File: src/rtl/core/itrt_pkg.sv
`default_nettype none
// ----------------------------------------------------------------------------
// itrt_pkg
// shared constants, widths and the digit-to-ascii mapping for the
// integer-to-radix-text converter
// ----------------------------------------------------------------------------
package itrt_pkg;

	localparam int NUM_W   = 32;  // width of the number port
	localparam int RADIX_W = 8;   // width of the radix port
	localparam int CHAR_W  = 7;   // ascii character width
	localparam int REM_W   = 6;   // remainder / digit width, holds 0..34
	localparam int STEP_BITS = 8; // dividend bits consumed per divider cycle

	localparam logic [RADIX_W-1:0] MIN_RADIX = 8'd2;
	localparam logic [RADIX_W-1:0] MAX_RADIX = 8'd35;

	localparam logic [CHAR_W-1:0] MINUS_CHAR = 7'h2d;
	localparam logic [CHAR_W-1:0] ZERO_CHAR  = 7'h30;
	localparam logic [CHAR_W-1:0] ALPHA_CHAR = 7'h61;
	localparam logic [CHAR_W-1:0] NUL_CHAR   = 7'h00;

	typedef logic [REM_W-1:0] digit_t;

	// digit value to lower-case ascii: 0..9 then a..z
	function automatic logic [CHAR_W-1:0] digit_char(input digit_t d);
		logic [CHAR_W-1:0] c;
		if (d < REM_W'(10)) begin
			c = ZERO_CHAR + CHAR_W'(d);
		end else begin
			c = ALPHA_CHAR + CHAR_W'(d) - CHAR_W'(10);
		end
		return c;
	endfunction

endpackage
`default_nettype wire

File: src/rtl/core/itrt_ram.sv
`default_nettype none
// ----------------------------------------------------------------------------
// itrt_ram
// generic simple dual-port ram, one write port, one registered read port
// ----------------------------------------------------------------------------
module itrt_ram #(
	parameter int WIDTH = 6,
	parameter int DEPTH = 32
) (
	input  wire logic                     clk,
	input  wire logic                     we,
	input  wire logic [$clog2(DEPTH)-1:0] waddr,
	input  wire logic [WIDTH-1:0]         wdata,
	input  wire logic [$clog2(DEPTH)-1:0] raddr,
	output      logic [WIDTH-1:0]         rdata
);

	logic [WIDTH-1:0] mem_q [DEPTH];

	always_ff @(posedge clk) begin
		if (we) begin
			mem_q[waddr] <= wdata;
		end
		rdata <= mem_q[raddr];
	end

endmodule
`default_nettype wire

File: src/rtl/core/itrt_divstep.sv
`default_nettype none
// ----------------------------------------------------------------------------
// itrt_divstep
// restoring division slice: folds one chunk of dividend bits into a narrow
// remainder against a small divisor, producing the matching quotient bits
// ----------------------------------------------------------------------------
module itrt_divstep (
	input  wire logic [itrt_pkg::REM_W-1:0]     rem_in,
	input  wire logic [itrt_pkg::STEP_BITS-1:0] bits_in,
	input  wire logic [itrt_pkg::REM_W-1:0]     divisor,
	output      logic [itrt_pkg::REM_W-1:0]     rem_out,
	output      logic [itrt_pkg::STEP_BITS-1:0] quo_bits
);

	import itrt_pkg::*;

	// remainder stays below the divisor, so 2r+1 fits one extra bit
	always_comb begin
		logic [REM_W:0] r;
		r = {1'b0, rem_in};
		quo_bits = '0;
		for (int i = STEP_BITS - 1; i >= 0; i--) begin
			r = {r[REM_W-1:0], bits_in[i]};
			if (r >= {1'b0, divisor}) begin
				r = r - {1'b0, divisor};
				quo_bits[i] = 1'b1;
			end
		end
		rem_out = r[REM_W-1:0];
	end

endmodule
`default_nettype wire

File: src/rtl/core/integer_to_radix_text_top.sv
`default_nettype none
// ----------------------------------------------------------------------------
// integer_to_radix_text_top
// signed integer to base-n ascii text, one character per result transfer,
// most significant character first, leading '-' for negative values
// ----------------------------------------------------------------------------
// an invalid radix gives its single empty result in the cycle after start.
// a valid item runs one division pass per digit, lsd first, each pass taking
// C = ceil(VALUE_BITS/8) chunks through the shared 8-bit divider slice, then
// one head step for the sign or ram prime, then one character per cycle, msd
// first. busy drops as the last character is registered, so the next start
// can land on the edge of the last transfer.
// reset clears the sequencer and the result strobe; the receiver cannot stall.
// ----------------------------------------------------------------------------
module integer_to_radix_text_top #(
	parameter int VALUE_BITS = 32
) (
	input  wire logic                                clk,
	input  wire logic                                arst_n,
	// command side
	input  wire logic                                start,
	output      logic                                busy,
	input  wire logic signed [itrt_pkg::NUM_W-1:0]   number,
	input  wire logic [itrt_pkg::RADIX_W-1:0]        radix,
	// result side
	output      logic                                strobe,
	output      logic [itrt_pkg::CHAR_W-1:0]         text_char,
	output      logic                                last_char,
	output      logic                                empty_text
);

	import itrt_pkg::*;

	// dividend is padded up to whole chunks for the divider slice
	localparam int CHUNKS = (VALUE_BITS + STEP_BITS - 1) / STEP_BITS;
	localparam int DIV_W  = CHUNKS * STEP_BITS;
	localparam int CNT_W  = (CHUNKS > 1) ? $clog2(CHUNKS) : 1;
	localparam int AW     = $clog2(VALUE_BITS);

	// sequencer states
	localparam logic [1:0] ST_IDLE = 2'd0; // waiting for a start transfer
	localparam logic [1:0] ST_DIV  = 2'd1; // peeling digits, lsd first
	localparam logic [1:0] ST_HEAD = 2'd2; // '-' (if negative) and ram prime
	localparam logic [1:0] ST_EMIT = 2'd3; // digits out, msd first

	logic [1:0]         state_q;
	logic               neg_q;
	digit_t             radix_q;
	logic [DIV_W-1:0]   quo_q;      // dividend, shifts into quotient in place
	digit_t             rem_q;
	logic [CNT_W-1:0]   chunk_q;
	logic [AW-1:0]      ndig_q;     // ram slot for the digit being built
	logic [AW-1:0]      ptr_q;      // ram slot for the digit being emitted

	logic               strobe_q;
	logic [CHAR_W-1:0]  char_q;
	logic               last_q;
	logic               empty_q;

	// input decode
	logic signed [63:0]    num_ext;
	logic [VALUE_BITS-1:0] raw;
	logic                  raw_neg;
	logic [VALUE_BITS-1:0] mag;
	logic                  radix_ok;
	logic                  accept;

	// shared divider slice
	digit_t                rem_n;
	logic [STEP_BITS-1:0]  qbits;
	logic [DIV_W-1:0]      quo_n;
	logic                  last_chunk;

	// digit stack
	logic                  ram_we;
	logic [AW-1:0]         rd_addr;
	digit_t                rd_digit;

	assign busy   = (state_q != ST_IDLE);
	assign accept = start && !busy;

	// only the low VALUE_BITS bits count, read as two's complement
	assign num_ext  = 64'(number);
	assign raw      = num_ext[VALUE_BITS-1:0];
	assign raw_neg  = raw[VALUE_BITS-1];
	// most negative value negates to its own pattern, which is the right
	// unsigned magnitude
	assign mag      = raw_neg ? (~raw + VALUE_BITS'(1)) : raw;
	assign radix_ok = (radix >= MIN_RADIX) && (radix <= MAX_RADIX);

	itrt_divstep u_divstep (
		.rem_in   (rem_q),
		.bits_in  (quo_q[DIV_W-1 -: STEP_BITS]),
		.divisor  (radix_q),
		.rem_out  (rem_n),
		.quo_bits (qbits)
	);

	// after the last chunk the register holds the whole quotient
	generate
		if (CHUNKS > 1) begin : g_multi
			assign quo_n = {quo_q[DIV_W-STEP_BITS-1:0], qbits};
		end else begin : g_single
			assign quo_n = qbits;
		end
	endgenerate

	assign last_chunk = (chunk_q == CNT_W'(CHUNKS - 1));
	assign ram_we     = (state_q == ST_DIV) && last_chunk;

	// read address runs one step ahead of ptr_q while emitting so the
	// registered read data lines up with the digit being sent
	assign rd_addr = (state_q == ST_EMIT) ? (ptr_q - AW'(1)) : ptr_q;

	itrt_ram #(
		.WIDTH (REM_W),
		.DEPTH (VALUE_BITS)
	) u_digits (
		.clk   (clk),
		.we    (ram_we),
		.waddr (ndig_q),
		.wdata (rem_n),
		.raddr (rd_addr),
		.rdata (rd_digit)
	);

	// sequencer
	always_ff @(posedge clk or negedge arst_n) begin
		if (!arst_n) begin
			state_q <= ST_IDLE;
		end else begin
			unique case (state_q)
				ST_IDLE: begin
					if (accept && radix_ok) begin
						state_q <= ST_DIV;
					end
				end
				ST_DIV: begin
					if (last_chunk && (quo_n == '0)) begin
						state_q <= ST_HEAD;
					end
				end
				ST_HEAD: begin
					state_q <= ST_EMIT;
				end
				ST_EMIT: begin
					if (ptr_q == '0) begin
						state_q <= ST_IDLE;
					end
				end
				default: begin
					state_q <= ST_IDLE;
				end
			endcase
		end
	end

	// datapath registers
	always_ff @(posedge clk) begin
		unique case (state_q)
			ST_IDLE: begin
				if (accept) begin
					neg_q   <= raw_neg;
					radix_q <= radix[REM_W-1:0];
					quo_q   <= DIV_W'(mag);
					rem_q   <= '0;
					chunk_q <= '0;
					ndig_q  <= '0;
				end
			end
			ST_DIV: begin
				quo_q <= quo_n;
				if (last_chunk) begin
					// digit done: restart the remainder for the next one
					rem_q   <= '0;
					chunk_q <= '0;
					ndig_q  <= ndig_q + AW'(1);
					ptr_q   <= ndig_q;
				end else begin
					rem_q   <= rem_n;
					chunk_q <= chunk_q + CNT_W'(1);
				end
			end
			ST_EMIT: begin
				ptr_q <= ptr_q - AW'(1);
			end
			default: begin
			end
		endcase
	end

	// result register: one transfer per strobe cycle
	always_ff @(posedge clk or negedge arst_n) begin
		if (!arst_n) begin
			strobe_q <= 1'b0;
		end else begin
			strobe_q <= (accept && !radix_ok)
				|| ((state_q == ST_HEAD) && neg_q)
				|| (state_q == ST_EMIT);
		end
	end

	always_ff @(posedge clk) begin
		if (accept && !radix_ok) begin
			// bad radix stands for the empty string
			char_q  <= NUL_CHAR;
			last_q  <= 1'b1;
			empty_q <= 1'b1;
		end else if (state_q == ST_HEAD) begin
			char_q  <= MINUS_CHAR;
			last_q  <= 1'b0;
			empty_q <= 1'b0;
		end else if (state_q == ST_EMIT) begin
			char_q  <= digit_char(rd_digit);
			last_q  <= (ptr_q == '0);
			empty_q <= 1'b0;
		end
	end

	assign strobe     = strobe_q;
	assign text_char  = char_q;
	assign last_char  = last_q;
	assign empty_text = empty_q;

endmodule
`default_nettype wire
File: config.mk
export PLATFORM = sky130hd
export DESIGN_NAME = integer_to_radix_text_top
export DESIGN_NICKNAME = d
export VERILOG_FILES = /design/src/rtl/core/itrt_pkg.sv /design/src/rtl/core/itrt_ram.sv /design/src/rtl/core/itrt_divstep.sv /design/src/rtl/core/integer_to_radix_text_top.sv
export SDC_FILE = /design/constraint.sdc
export NUM_CORES = 1
export LEC_CHECK = 0
export BUFFER_PORTS_ARGS = -buffer_cell sky130_fd_sc_hd__buf_2
export CAP_MARGIN = 20
export CORE_MARGIN = 2
export CORE_UTILIZATION = 57
export DETAILED_ROUTE_END_ITERATION = 7
export PLACE_DENSITY = 0.77
export SLEW_MARGIN = 20
export SYNTH_ARGS = -nofsm -noshare
export SYNTH_HDL_FRONTEND = slang
export SYNTH_HIERARCHICAL = 1
export SYNTH_SLANG_ARGS = --single-unit
File: constraint.sdc
create_clock -name clk -period 17.6 [get_ports clk]
set_clock_uncertainty 0.15 [all_clocks]
set_input_delay 2.64 -clock clk [delete_from_list [all_inputs] [get_ports clk]]
set_output_delay 2.64 -clock clk [all_outputs]
set_load 0.05 [all_outputs]
==> results of run 1 <==
[worst max-delay path, delay by kind of cell, from the launching register on]
family	cells	cell delay, ps
AOI/OAI and AO/OA	33	7390
DFF	1	390
and+or+nand+nor	15	2480
adders and majority gates	8	2300
buffers and inverters	6	650
muxes	10	3230
[worst max-delay path by stage]
| stage | from | to | slack (ps) | cells past startpoint |
|---|---|---|---|---|
| 6_report | rem_q[3] | state_q[1] | 880 | 72 |
| 5_1_grt | rem_q[3] | state_q[1] | 10 | 73 |
| 4_1_cts | quo_q[31] | state_q[1] | 240 | 75 |
| 3_5_place_dp | rem_q[3] | state_q[1] | 30 | 74 |
| 3_3_place_gp | rem_q[3] | state_q[1] | 640 | 74 |
| 2_1_floorplan | radix_q[1] | u_digits/mem_q[0][0] | 910 | 75 |
[report_power, final]
group	switching, mW	total, mW	leakage (nW)	internal (mW)
clock network	0.243	0.579	0.443	0.337
registers	0	0.683	2.46	0.683
logic	0.0121	0.0212	3.03	0.00906
total	0.255	1.28	5.93	1.03
[sequential cells by signal (all words and copies together) (netlist names)]
register        cells
radix_q             6
u_digits/rdata      6
strobe              1
state_q             2
rem_q               6
u_digits/mem_q    192
empty_text          1
last_char           1
neg_q               1
ndig_q              5
chunk_q             2
ptr_q               5
text_char           7
quo_q              32
[final cells by class]
type | count | area share
sequential | 267 | 0.4873
multi-input combinational | 693 | 0.3910
clock buffer | 29 | 0.04371
timing repair buffer | 73 | 0.02578
tap | 330 | 0.02562
inverter | 57 | 0.01328
clock inverter | 22 | 0.01335
[cell families after synthesis]
| family | share of synthesized area |
|---|---|
| compound gates | 0.08453 |
| xor+xnor | 0.04196 |
| fa+ha+maj | 0.06585 |
| buf+inv | 0.02597 |
| flops | 0.5452 |
| mux | 0.1477 |
| simple gates | 0.08879 |
[timing repair]
| action | 4_1_cts | 5_1_grt |
|---|---|---|
| cloned | 0 | 0 |
| buffers inserted | 1 | 1 |
| gates resized for setup | 0 | 19 |
| pin swaps | 1 | 2 |
| endpoints found under the setup margin | 1 | 201 |
[synthesized netlist by cell type, types with 10 or more instances]
| master | number | area (µm²) |
|---|---|---|
| edfxtp_1 | 249 | 7477 |
| nor2_1 | 70 | 262.8 |
| ha_1 | 63 | 788.3 |
| mux4_2 | 60 | 1351 |
| nand2_1 | 56 | 210.2 |
| inv_1 | 54 | 202.7 |
| o21ai_0 | 47 | 235.2 |
| xor2_1 | 37 | 324.1 |
| mux2_2 | 34 | 382.9 |
| a21oi_1 | 33 | 165.2 |
| xnor2_1 | 32 | 280.3 |
| mux2i_1 | 25 | 250.2 |
| a21o_1 | 20 | 150.1 |
| nor3_1 | 20 | 100.1 |
| clkbuf_1 | 18 | 67.56 |
| dfxtp_1 | 15 | 300.3 |
| nor2b_1 | 13 | 81.33 |
| and2_1 | 12 | 75.07 |
| nand3_1 | 11 | 55.05 |
| nand3b_1 | 11 | 82.58 |
| nor4_1 | 10 | 62.56 |
| o31ai_1 | 10 | 75.07 |
[metrics by stage]
stage | instances | cell area, µm² | hold WS, ps
2_1_floorplan | 1050 | 14400 | 290.0
3_3_place_gp | 1418 | 15100 | 310.6
3_5_place_dp | 1418 | 15100 | 313.3
4_1_cts | 1470 | 16030 | 322.6
5_1_grt | 1471 | 16120 | 341.4
6_report | 1471 | 16120 | 323.2
[layer usage]
| layer | wire (µm) | track usage |
|---|---|---|
| met4 | 718 | 0.06476 |
| met5 | 0 | 0 |
| met2 | 15640 | 0.4031 |
| met1 | 13690 | 0.3576 |
| met3 | 2516 | 0.05017 |
==> flow_metrics.tcl, run 1 <==
set metrics [dict create \
    final-setup-viol-count 0 \
    dp_hpwl_um 22150 \
    drc 0 \
    vias_per_cell 6.295 \
    initial_core_util 0.5769 \
    outcome "finished, final reports clean" \
    grt_pass1_vias 9105 \
    syn_avg_cell_area_um2 13.72 \
    port_buffers 53 \
    grt_pass1_wl_um 50890 \
    synth-edff-count 249 \
    coreArea_um2 24960 \
    rows 58 \
    fillers 1786 \
    wl_um 32560 \
    ant_nets 0 \
    grt_use_total 0.2519 \
    setup_slack_ps 880.5 \
    cts_root_buffer "clkbuf_16" \
    critPathCaptureType "flip-flop" \
    ys_seq_area_frac 0.5452 \
    tns_ps 0 \
    htree_num_levels 1 \
    die_w_um 163.0 \
    cts_sinks 267 \
    cts_made_buffers 28 \
    synth_cell_types 71 \
    fp.dieArea_um2 26560 \
    rsz0062_at_grt "false" \
    synth_ff_type "edfxtp_1" \
    hold_viol_final 0 \
    grt_max_degree 51 \
    num_vias 9260 \
    boundaryPins 54 \
    finalPower_mw 1.284 \
    drt_iter0_markers 1103 \
    clock_path_buffers 3 \
    slowest_delay_ps 400 \
    required_ps 17860 \
    drive_gt1_frac 0.2270 \
    layout.nets 1234 \
    grt.overflow.total 0 \
    path_max_fanout 8 \
    dp_slack_ps 26.63 \
    pwr_density_cell_nw_per_um2 79.66 \
    wire_per_inst_um 22.14 \
    leakagePower_nw 5.926 \
    ys_warn_count 6 \
    hp-start "empty_text" \
    setup.worst_path.start_class "flip-flop" \
    worst_pin_slew_ps 955.2 \
    timing.fmax_ghz 0.05981 \
    synth.cell_area_um2 14400 \
    min_path_cells 2 \
    postCtsHoldBufs 0 \
    critical_path_class "flip-flop to flip-flop" \
    crit_arrival_ps 16980 \
    min_period_over_period 0.9500 \
    first_pass_iters 5 \
    multi_input_area_um2 6301 \
    syn2layout_area_growth_pct 11.89 \
    die_h_um 163.0 \
    ir_drop_mv 0.06929 \
    hold_end "empty_text" \
    ff2ff_path_depth 72 \
    clkTransAtPathRegs_ps 60 \
    r2r-start "rem_q[3]" \
    layout_common_cells "249 x edfxtp_1, 70 x nor2_1, 63 x ha_1, 60 x mux4_2, 56 x nand2_1" \
    slew_viol_final 0 \
    gp_congestion 0.8838 \
    ys_seq_elements 267 \
    cts_tree "done" \
    max_cap_violations 0 \
    register_area_um2 7853 \
    postLayoutCoreUtil 0.6455 \
    antenna_found_initial 0 \
    diodes 0 \
    cp_slowest_cell "mux2_2" \
    r2r_slack_ps 880 \
    final_common_cell "edfxtp_1" \
    clk_latency_ps 570 \
    rr_endpoint "state_q[1]" \
    hold_class "flip-flop to flip-flop" \
    syn_inst 1050 \
    slew_headroom 0.3632 \
    synth_nets 1164 \
    min_period_ps 16720 \
    synthArstFlopShare 0.01124 \
]
(Power assumes the default switching activity.)
==> run 2, diff against run 1 <==
- CORE_UTILIZATION: 57 -> 50
- PLACE_DENSITY: 0.77 -> 0.67
- clock period: 17.6 -> 17 ns (I/O delays scaled with it)
==> flow_metrics.tcl, run 2 (synthesis results as in run 1) <==
set metrics [dict create \
    tns_ps 0 \
    rr_endpoint "state_q[1]" \
    clk_latency_ps 550 \
    crit_arrival_ps 16540 \
    pwr_density_cell_nw_per_um2 80.52 \
    largest_reg_flops 192 \
    dp_slack_ps -248.8 \
    vias_per_cell 5.881 \
    grt_pass1_wl_um 50720 \
    clock_path_buffers 3 \
    boundaryPins 54 \
    port_buffers 53 \
    fin_cells 1535 \
    ir_drop_mv 0.07204 \
    drt_iter0_markers 646 \
    cts_tree "done" \
    ff2ff_path_depth 76 \
    leakagePower_nw 5.962 \
    coreArea_um2 28550 \
    worst_pin_slew_ps 969.8 \
    htree_num_levels 1 \
    setup_slack_ps 724.5 \
    syn2layout_area_growth_pct 12.74 \
    cp_slowest_cell "a2111oi_4" \
    critical_path_class "flip-flop to flip-flop" \
    min_period_over_period 0.9574 \
    slew_viol_final 0 \
    grt_use_total 0.2149 \
    critPathCaptureType "flip-flop" \
    num_vias 9028 \
    cts_sinks 267 \
    min_path_cells 2 \
    multi_input_area_um2 6325 \
    hold_viol_final 0 \
    timing.fmax_ghz 0.06144 \
    drc 0 \
    diodes 0 \
    final_common_cell "edfxtp_1" \
    rows 62 \
    die_w_um 173.7 \
    initial_core_util 0.5045 \
    min_period_ps 16280 \
    slew_headroom 0.3534 \
    final-setup-viol-count 0 \
    clkTransAtPathRegs_ps 60 \
    grt_pass1_vias 8820 \
    layout_common_cells "249 x edfxtp_1, 69 x nor2_1, 61 x ha_1, 60 x mux4_2, 56 x nand2_1" \
    cpMostUsedCell "a21o_1" \
    required_ps 17270 \
    postCtsHoldBufs 0 \
    setup.worst_path.start_class "flip-flop" \
    antenna_found_initial 0 \
    hp-start "empty_text" \
    grt_max_degree 51 \
    gp_congestion 0.9143 \
    r2r_slack_ps 720 \
    outcome "finished, final reports clean" \
    layout.nets 1245 \
    fillers 2332 \
    cts_root_buffer "clkbuf_16" \
    register_area_um2 7853 \
    dp_hpwl_um 22380 \
    slowest_delay_ps 430 \
    hold_ws_ps 319.3 \
    hold_end "empty_text" \
    path_max_fanout 8 \
    postLayoutCoreUtil 0.5688 \
    max_cap_violations 0 \
    hold_class "flip-flop to flip-flop" \
    first_pass_iters 5 \
    cts_made_buffers 27 \
    fp.dieArea_um2 30180 \
    post-place-cells 1480 \
    r2r-start "radix_q[4]" \
    wl_um 32360 \
    top_register "u_digits/mem_q" \
    grt.overflow.total 0 \
    ant_nets 0 \
    die_h_um 173.7 \
    wire_per_inst_um 21.08 \
    drive_gt1_frac 0.2354 \
]
run 2: timing repair:
item,CTS,global route
pin swaps,1,6
setup endpoints to repair,2,201
buffers inserted,2,4
resized for setup,1,23
run 2: how the worst max path moves through the flow:
| stage | cells after the start | slack (ps) | from | end |
|---|---|---|---|---|
| after floorplan | 75 | 310 | radix_q[1] | u_digits/mem_q[0][0] |
| after global placement | 74 | 370 | quo_q[31] | state_q[1] |
| after detailed placement | 77 | -250 | rem_q[3] | state_q[1] |
| after CTS | 77 | 70 | rem_q[3] | state_q[1] |
| after global routing | 76 | -30 | radix_q[4] | state_q[1] |
| final | 76 | 720 | radix_q[4] | state_q[1] |
run 2: layout make-up:
type                       count  share of cell area
sequential                   267              0.4836
clock buffer                  36             0.04369
clock inverter                13            0.009323
multi-input combinational    693              0.3895
tap                          384             0.02959
timing repair buffer          85             0.03113
inverter                      57             0.01318
run 2: worst max-delay path: cells and delay by family, from the launching register on:
| family | cells | cell delay (ps) |
|---|---|---|
| AO/OA/AOI/OAI | 35 | 7430 |
| multiplexers | 9 | 2920 |
| AND/OR/NAND/NOR | 16 | 2350 |
| adder cells (fa/ha/maj) | 8 | 2180 |
| buffers and inverters | 8 | 750 |
| flip-flops | 1 | 360 |
run 2: stage by stage:
stage | power (mW) | area, µm²
6_report | 1.308 | 16240
5_1_grt | 1.344 | 16240
4_1_cts | 1.317 | 16110
3_5_place_dp | 0.7435 | 15230
3_3_place_gp | 0.7432 | 15230
2_1_floorplan | 0.7316 | 14400
run 2: report_power, final:
group	switching (mW)	internal (mW)	leakage (nW)
combinational	0.0129	0.00939	3.08
sequential	0	0.707	2.46
clock	0.238	0.339	0.424
total	0.251	1.06	5.96
run 2: per-layer routing:
metal  global-route usage  vias to the layer above  wire, µm
met4              0.04377                        0       572
met1               0.3155                     4542     14900
met2               0.3445                      230     15140
li1                     -                     4216         -
met5                    0                        -         0
met3              0.03158                       40      1745
==> run 3, diff against run 2 <==
- MAX_ROUTING_LAYER: default -> met4
==> flow_metrics.tcl, run 3 (synthesis results as in run 1) <==
set metrics [dict create \
    rr_endpoint "state_q[1]" \
    timing.fmax_ghz 0.06095 \
    post-place-cells 1481 \
    min_period_over_period 0.9652 \
    layout_common_cells "249 x edfxtp_1, 70 x nor2_1, 60 x mux4_2, 58 x ha_1, 55 x nand2_1" \
    slowest_delay_ps 450 \
    wire_per_inst_um 21.26 \
    required_ps 17250 \
    worstSetupStartpoint "rem_q[3]" \
    top_register "u_digits/mem_q" \
    grt_pass1_vias 8854 \
    cpMostUsedCell "a21o_1" \
    port_buffers 53 \
    die_w_um 173.7 \
    slew_viol_final 0 \
    num_vias 9151 \
    ant_nets 0 \
    critical_path_class "flip-flop to flip-flop" \
    slew_headroom 0.3441 \
    finalPower_mw 1.326 \
    grt_max_degree 51 \
    fin_cells 1544 \
    max_cap_violations 0 \
    first_pass_iters 7 \
    cp_slowest_cell "edfxtp_1" \
    layout.nets 1253 \
    drive_gt1_frac 0.2476 \
    die_h_um 173.7 \
    final_common_cell "edfxtp_1" \
    ff2ff_path_depth 73 \
    fp.dieArea_um2 30180 \
    setup.worst_path.start_class "flip-flop" \
    antenna_found_initial 1 \
    grt_pass1_wl_um 50050 \
    final-setup-viol-count 0 \
    cp_num_cells 73 \
    cts_tree "done" \
    cts_made_buffers 28 \
    path_max_fanout 9 \
    hold_viol_final 0 \
    crit_arrival_ps 16660 \
    initial_core_util 0.5045 \
    clkTransAtPathRegs_ps 70 \
    cp_top_family "compound AO/OA/AOI/OAI gates" \
    hold_ws_ps 314.2 \
    min_period_ps 16410 \
    r2r-start "rem_q[3]" \
    hold_class "flip-flop to flip-flop" \
    ir_drop_mv 0.07916 \
    dp_slack_ps -353.0 \
    grt_use_total 0.2204 \
    cts_root_buffer "clkbuf_16" \
    setup_slack_ps 592.1 \
    wl_um 32830 \
    place_area_um2 15240 \
    leakagePower_nw 6.017 \
    drc 0 \
    clock_path_buffers 3 \
    coreArea_um2 28550 \
    htree_num_levels 1 \
    rows 62 \
    cts_sinks 267 \
    finalInstanceArea_um2 16390 \
    pwr_density_cell_nw_per_um2 80.91 \
    outcome "finished, final reports clean" \
    vias_per_cell 5.927 \
    boundaryPins 54 \
    gp_congestion 0.9257 \
    syn2layout_area_growth_pct 13.81 \
    largest_reg_flops 192 \
    dp_hpwl_um 22250 \
    critPathCaptureType "flip-flop" \
    worst_pin_slew_ps 983.9 \
    grt.overflow.total 0 \
    clk_latency_ps 560 \
    cp-endpoint "state_q[1]" \
    critPathBufInv 7 \
    drt_iter0_markers 689 \
    r2r_slack_ps 590 \
]
==> run 3: cell count changes in the layout (fill, tap and decap cells not counted), moves of 2 or more <==
cell	previous run	this run
o31ai_2	2	0
ha_2	1	4
a21oi_2	3	5
a21oi_1	29	27
clkinv_2	6	4
ha_1	61	58
buf_4	32	38
==> run 3: worst min-delay path by stage <==
stage	cells past startpoint	slack (ps)	from	to
2_1_floorplan	1	290	neg_q	strobe
3_3_place_gp	1	300	neg_q	strobe
3_5_place_dp	1	300	neg_q	strobe
4_1_cts	1	320	neg_q	strobe
5_1_grt	1	330	neg_q	strobe
6_report	1	310	neg_q	strobe
==> run 3: power breakdown <==
part	internal [mW]	switching, mW
Combinational	0.00937	0.0129
Sequential	0.707	0
Clock	0.351	0.245
Total	1.07	0.258
==> run 3: cell type report <==
class / instances / area [µm²]
timing repair buffer: 92 / 561.8
clock buffer: 38 / 738.2
antenna: 1 / 2.502
sequential: 267 / 7853
inverter: 57 / 214.0
fill: 2292 / 12160
clock inverter: 12 / 162.7
tap: 384 / 480.5
multi-input combinational: 693 / 6380
==> run 3: stage by stage <==
step | setup TNS, ps | utilization
2_1_floorplan | 0 | -
3_3_place_gp | 0 | 0.5337
3_5_place_dp | -571.1 | 0.5337
4_1_cts | 0 | 0.5662
5_1_grt | -146.2 | 0.5742
6_report | 0 | 0.5742
==> run 3: what timing repair did <==
| item | 4_1_cts | 5_1_grt |
|---|---|---|
| hold buffers | 0 | 0 |
| buffers inserted | 0 | 12 |
| endpoints found under the setup margin | 2 | 201 |
| resized for setup | 7 | 27 |
| pin swaps | 0 | 6 |
==> run 3: metal layers <==
metal	wire, µm	up-vias	global-route usage
li1	-	4227	-
met4	501	0	0.04237
met1	14490	4574	0.3167
met2	15630	304	0.3403
met5	0	-	-
met3	2209	46	0.03136
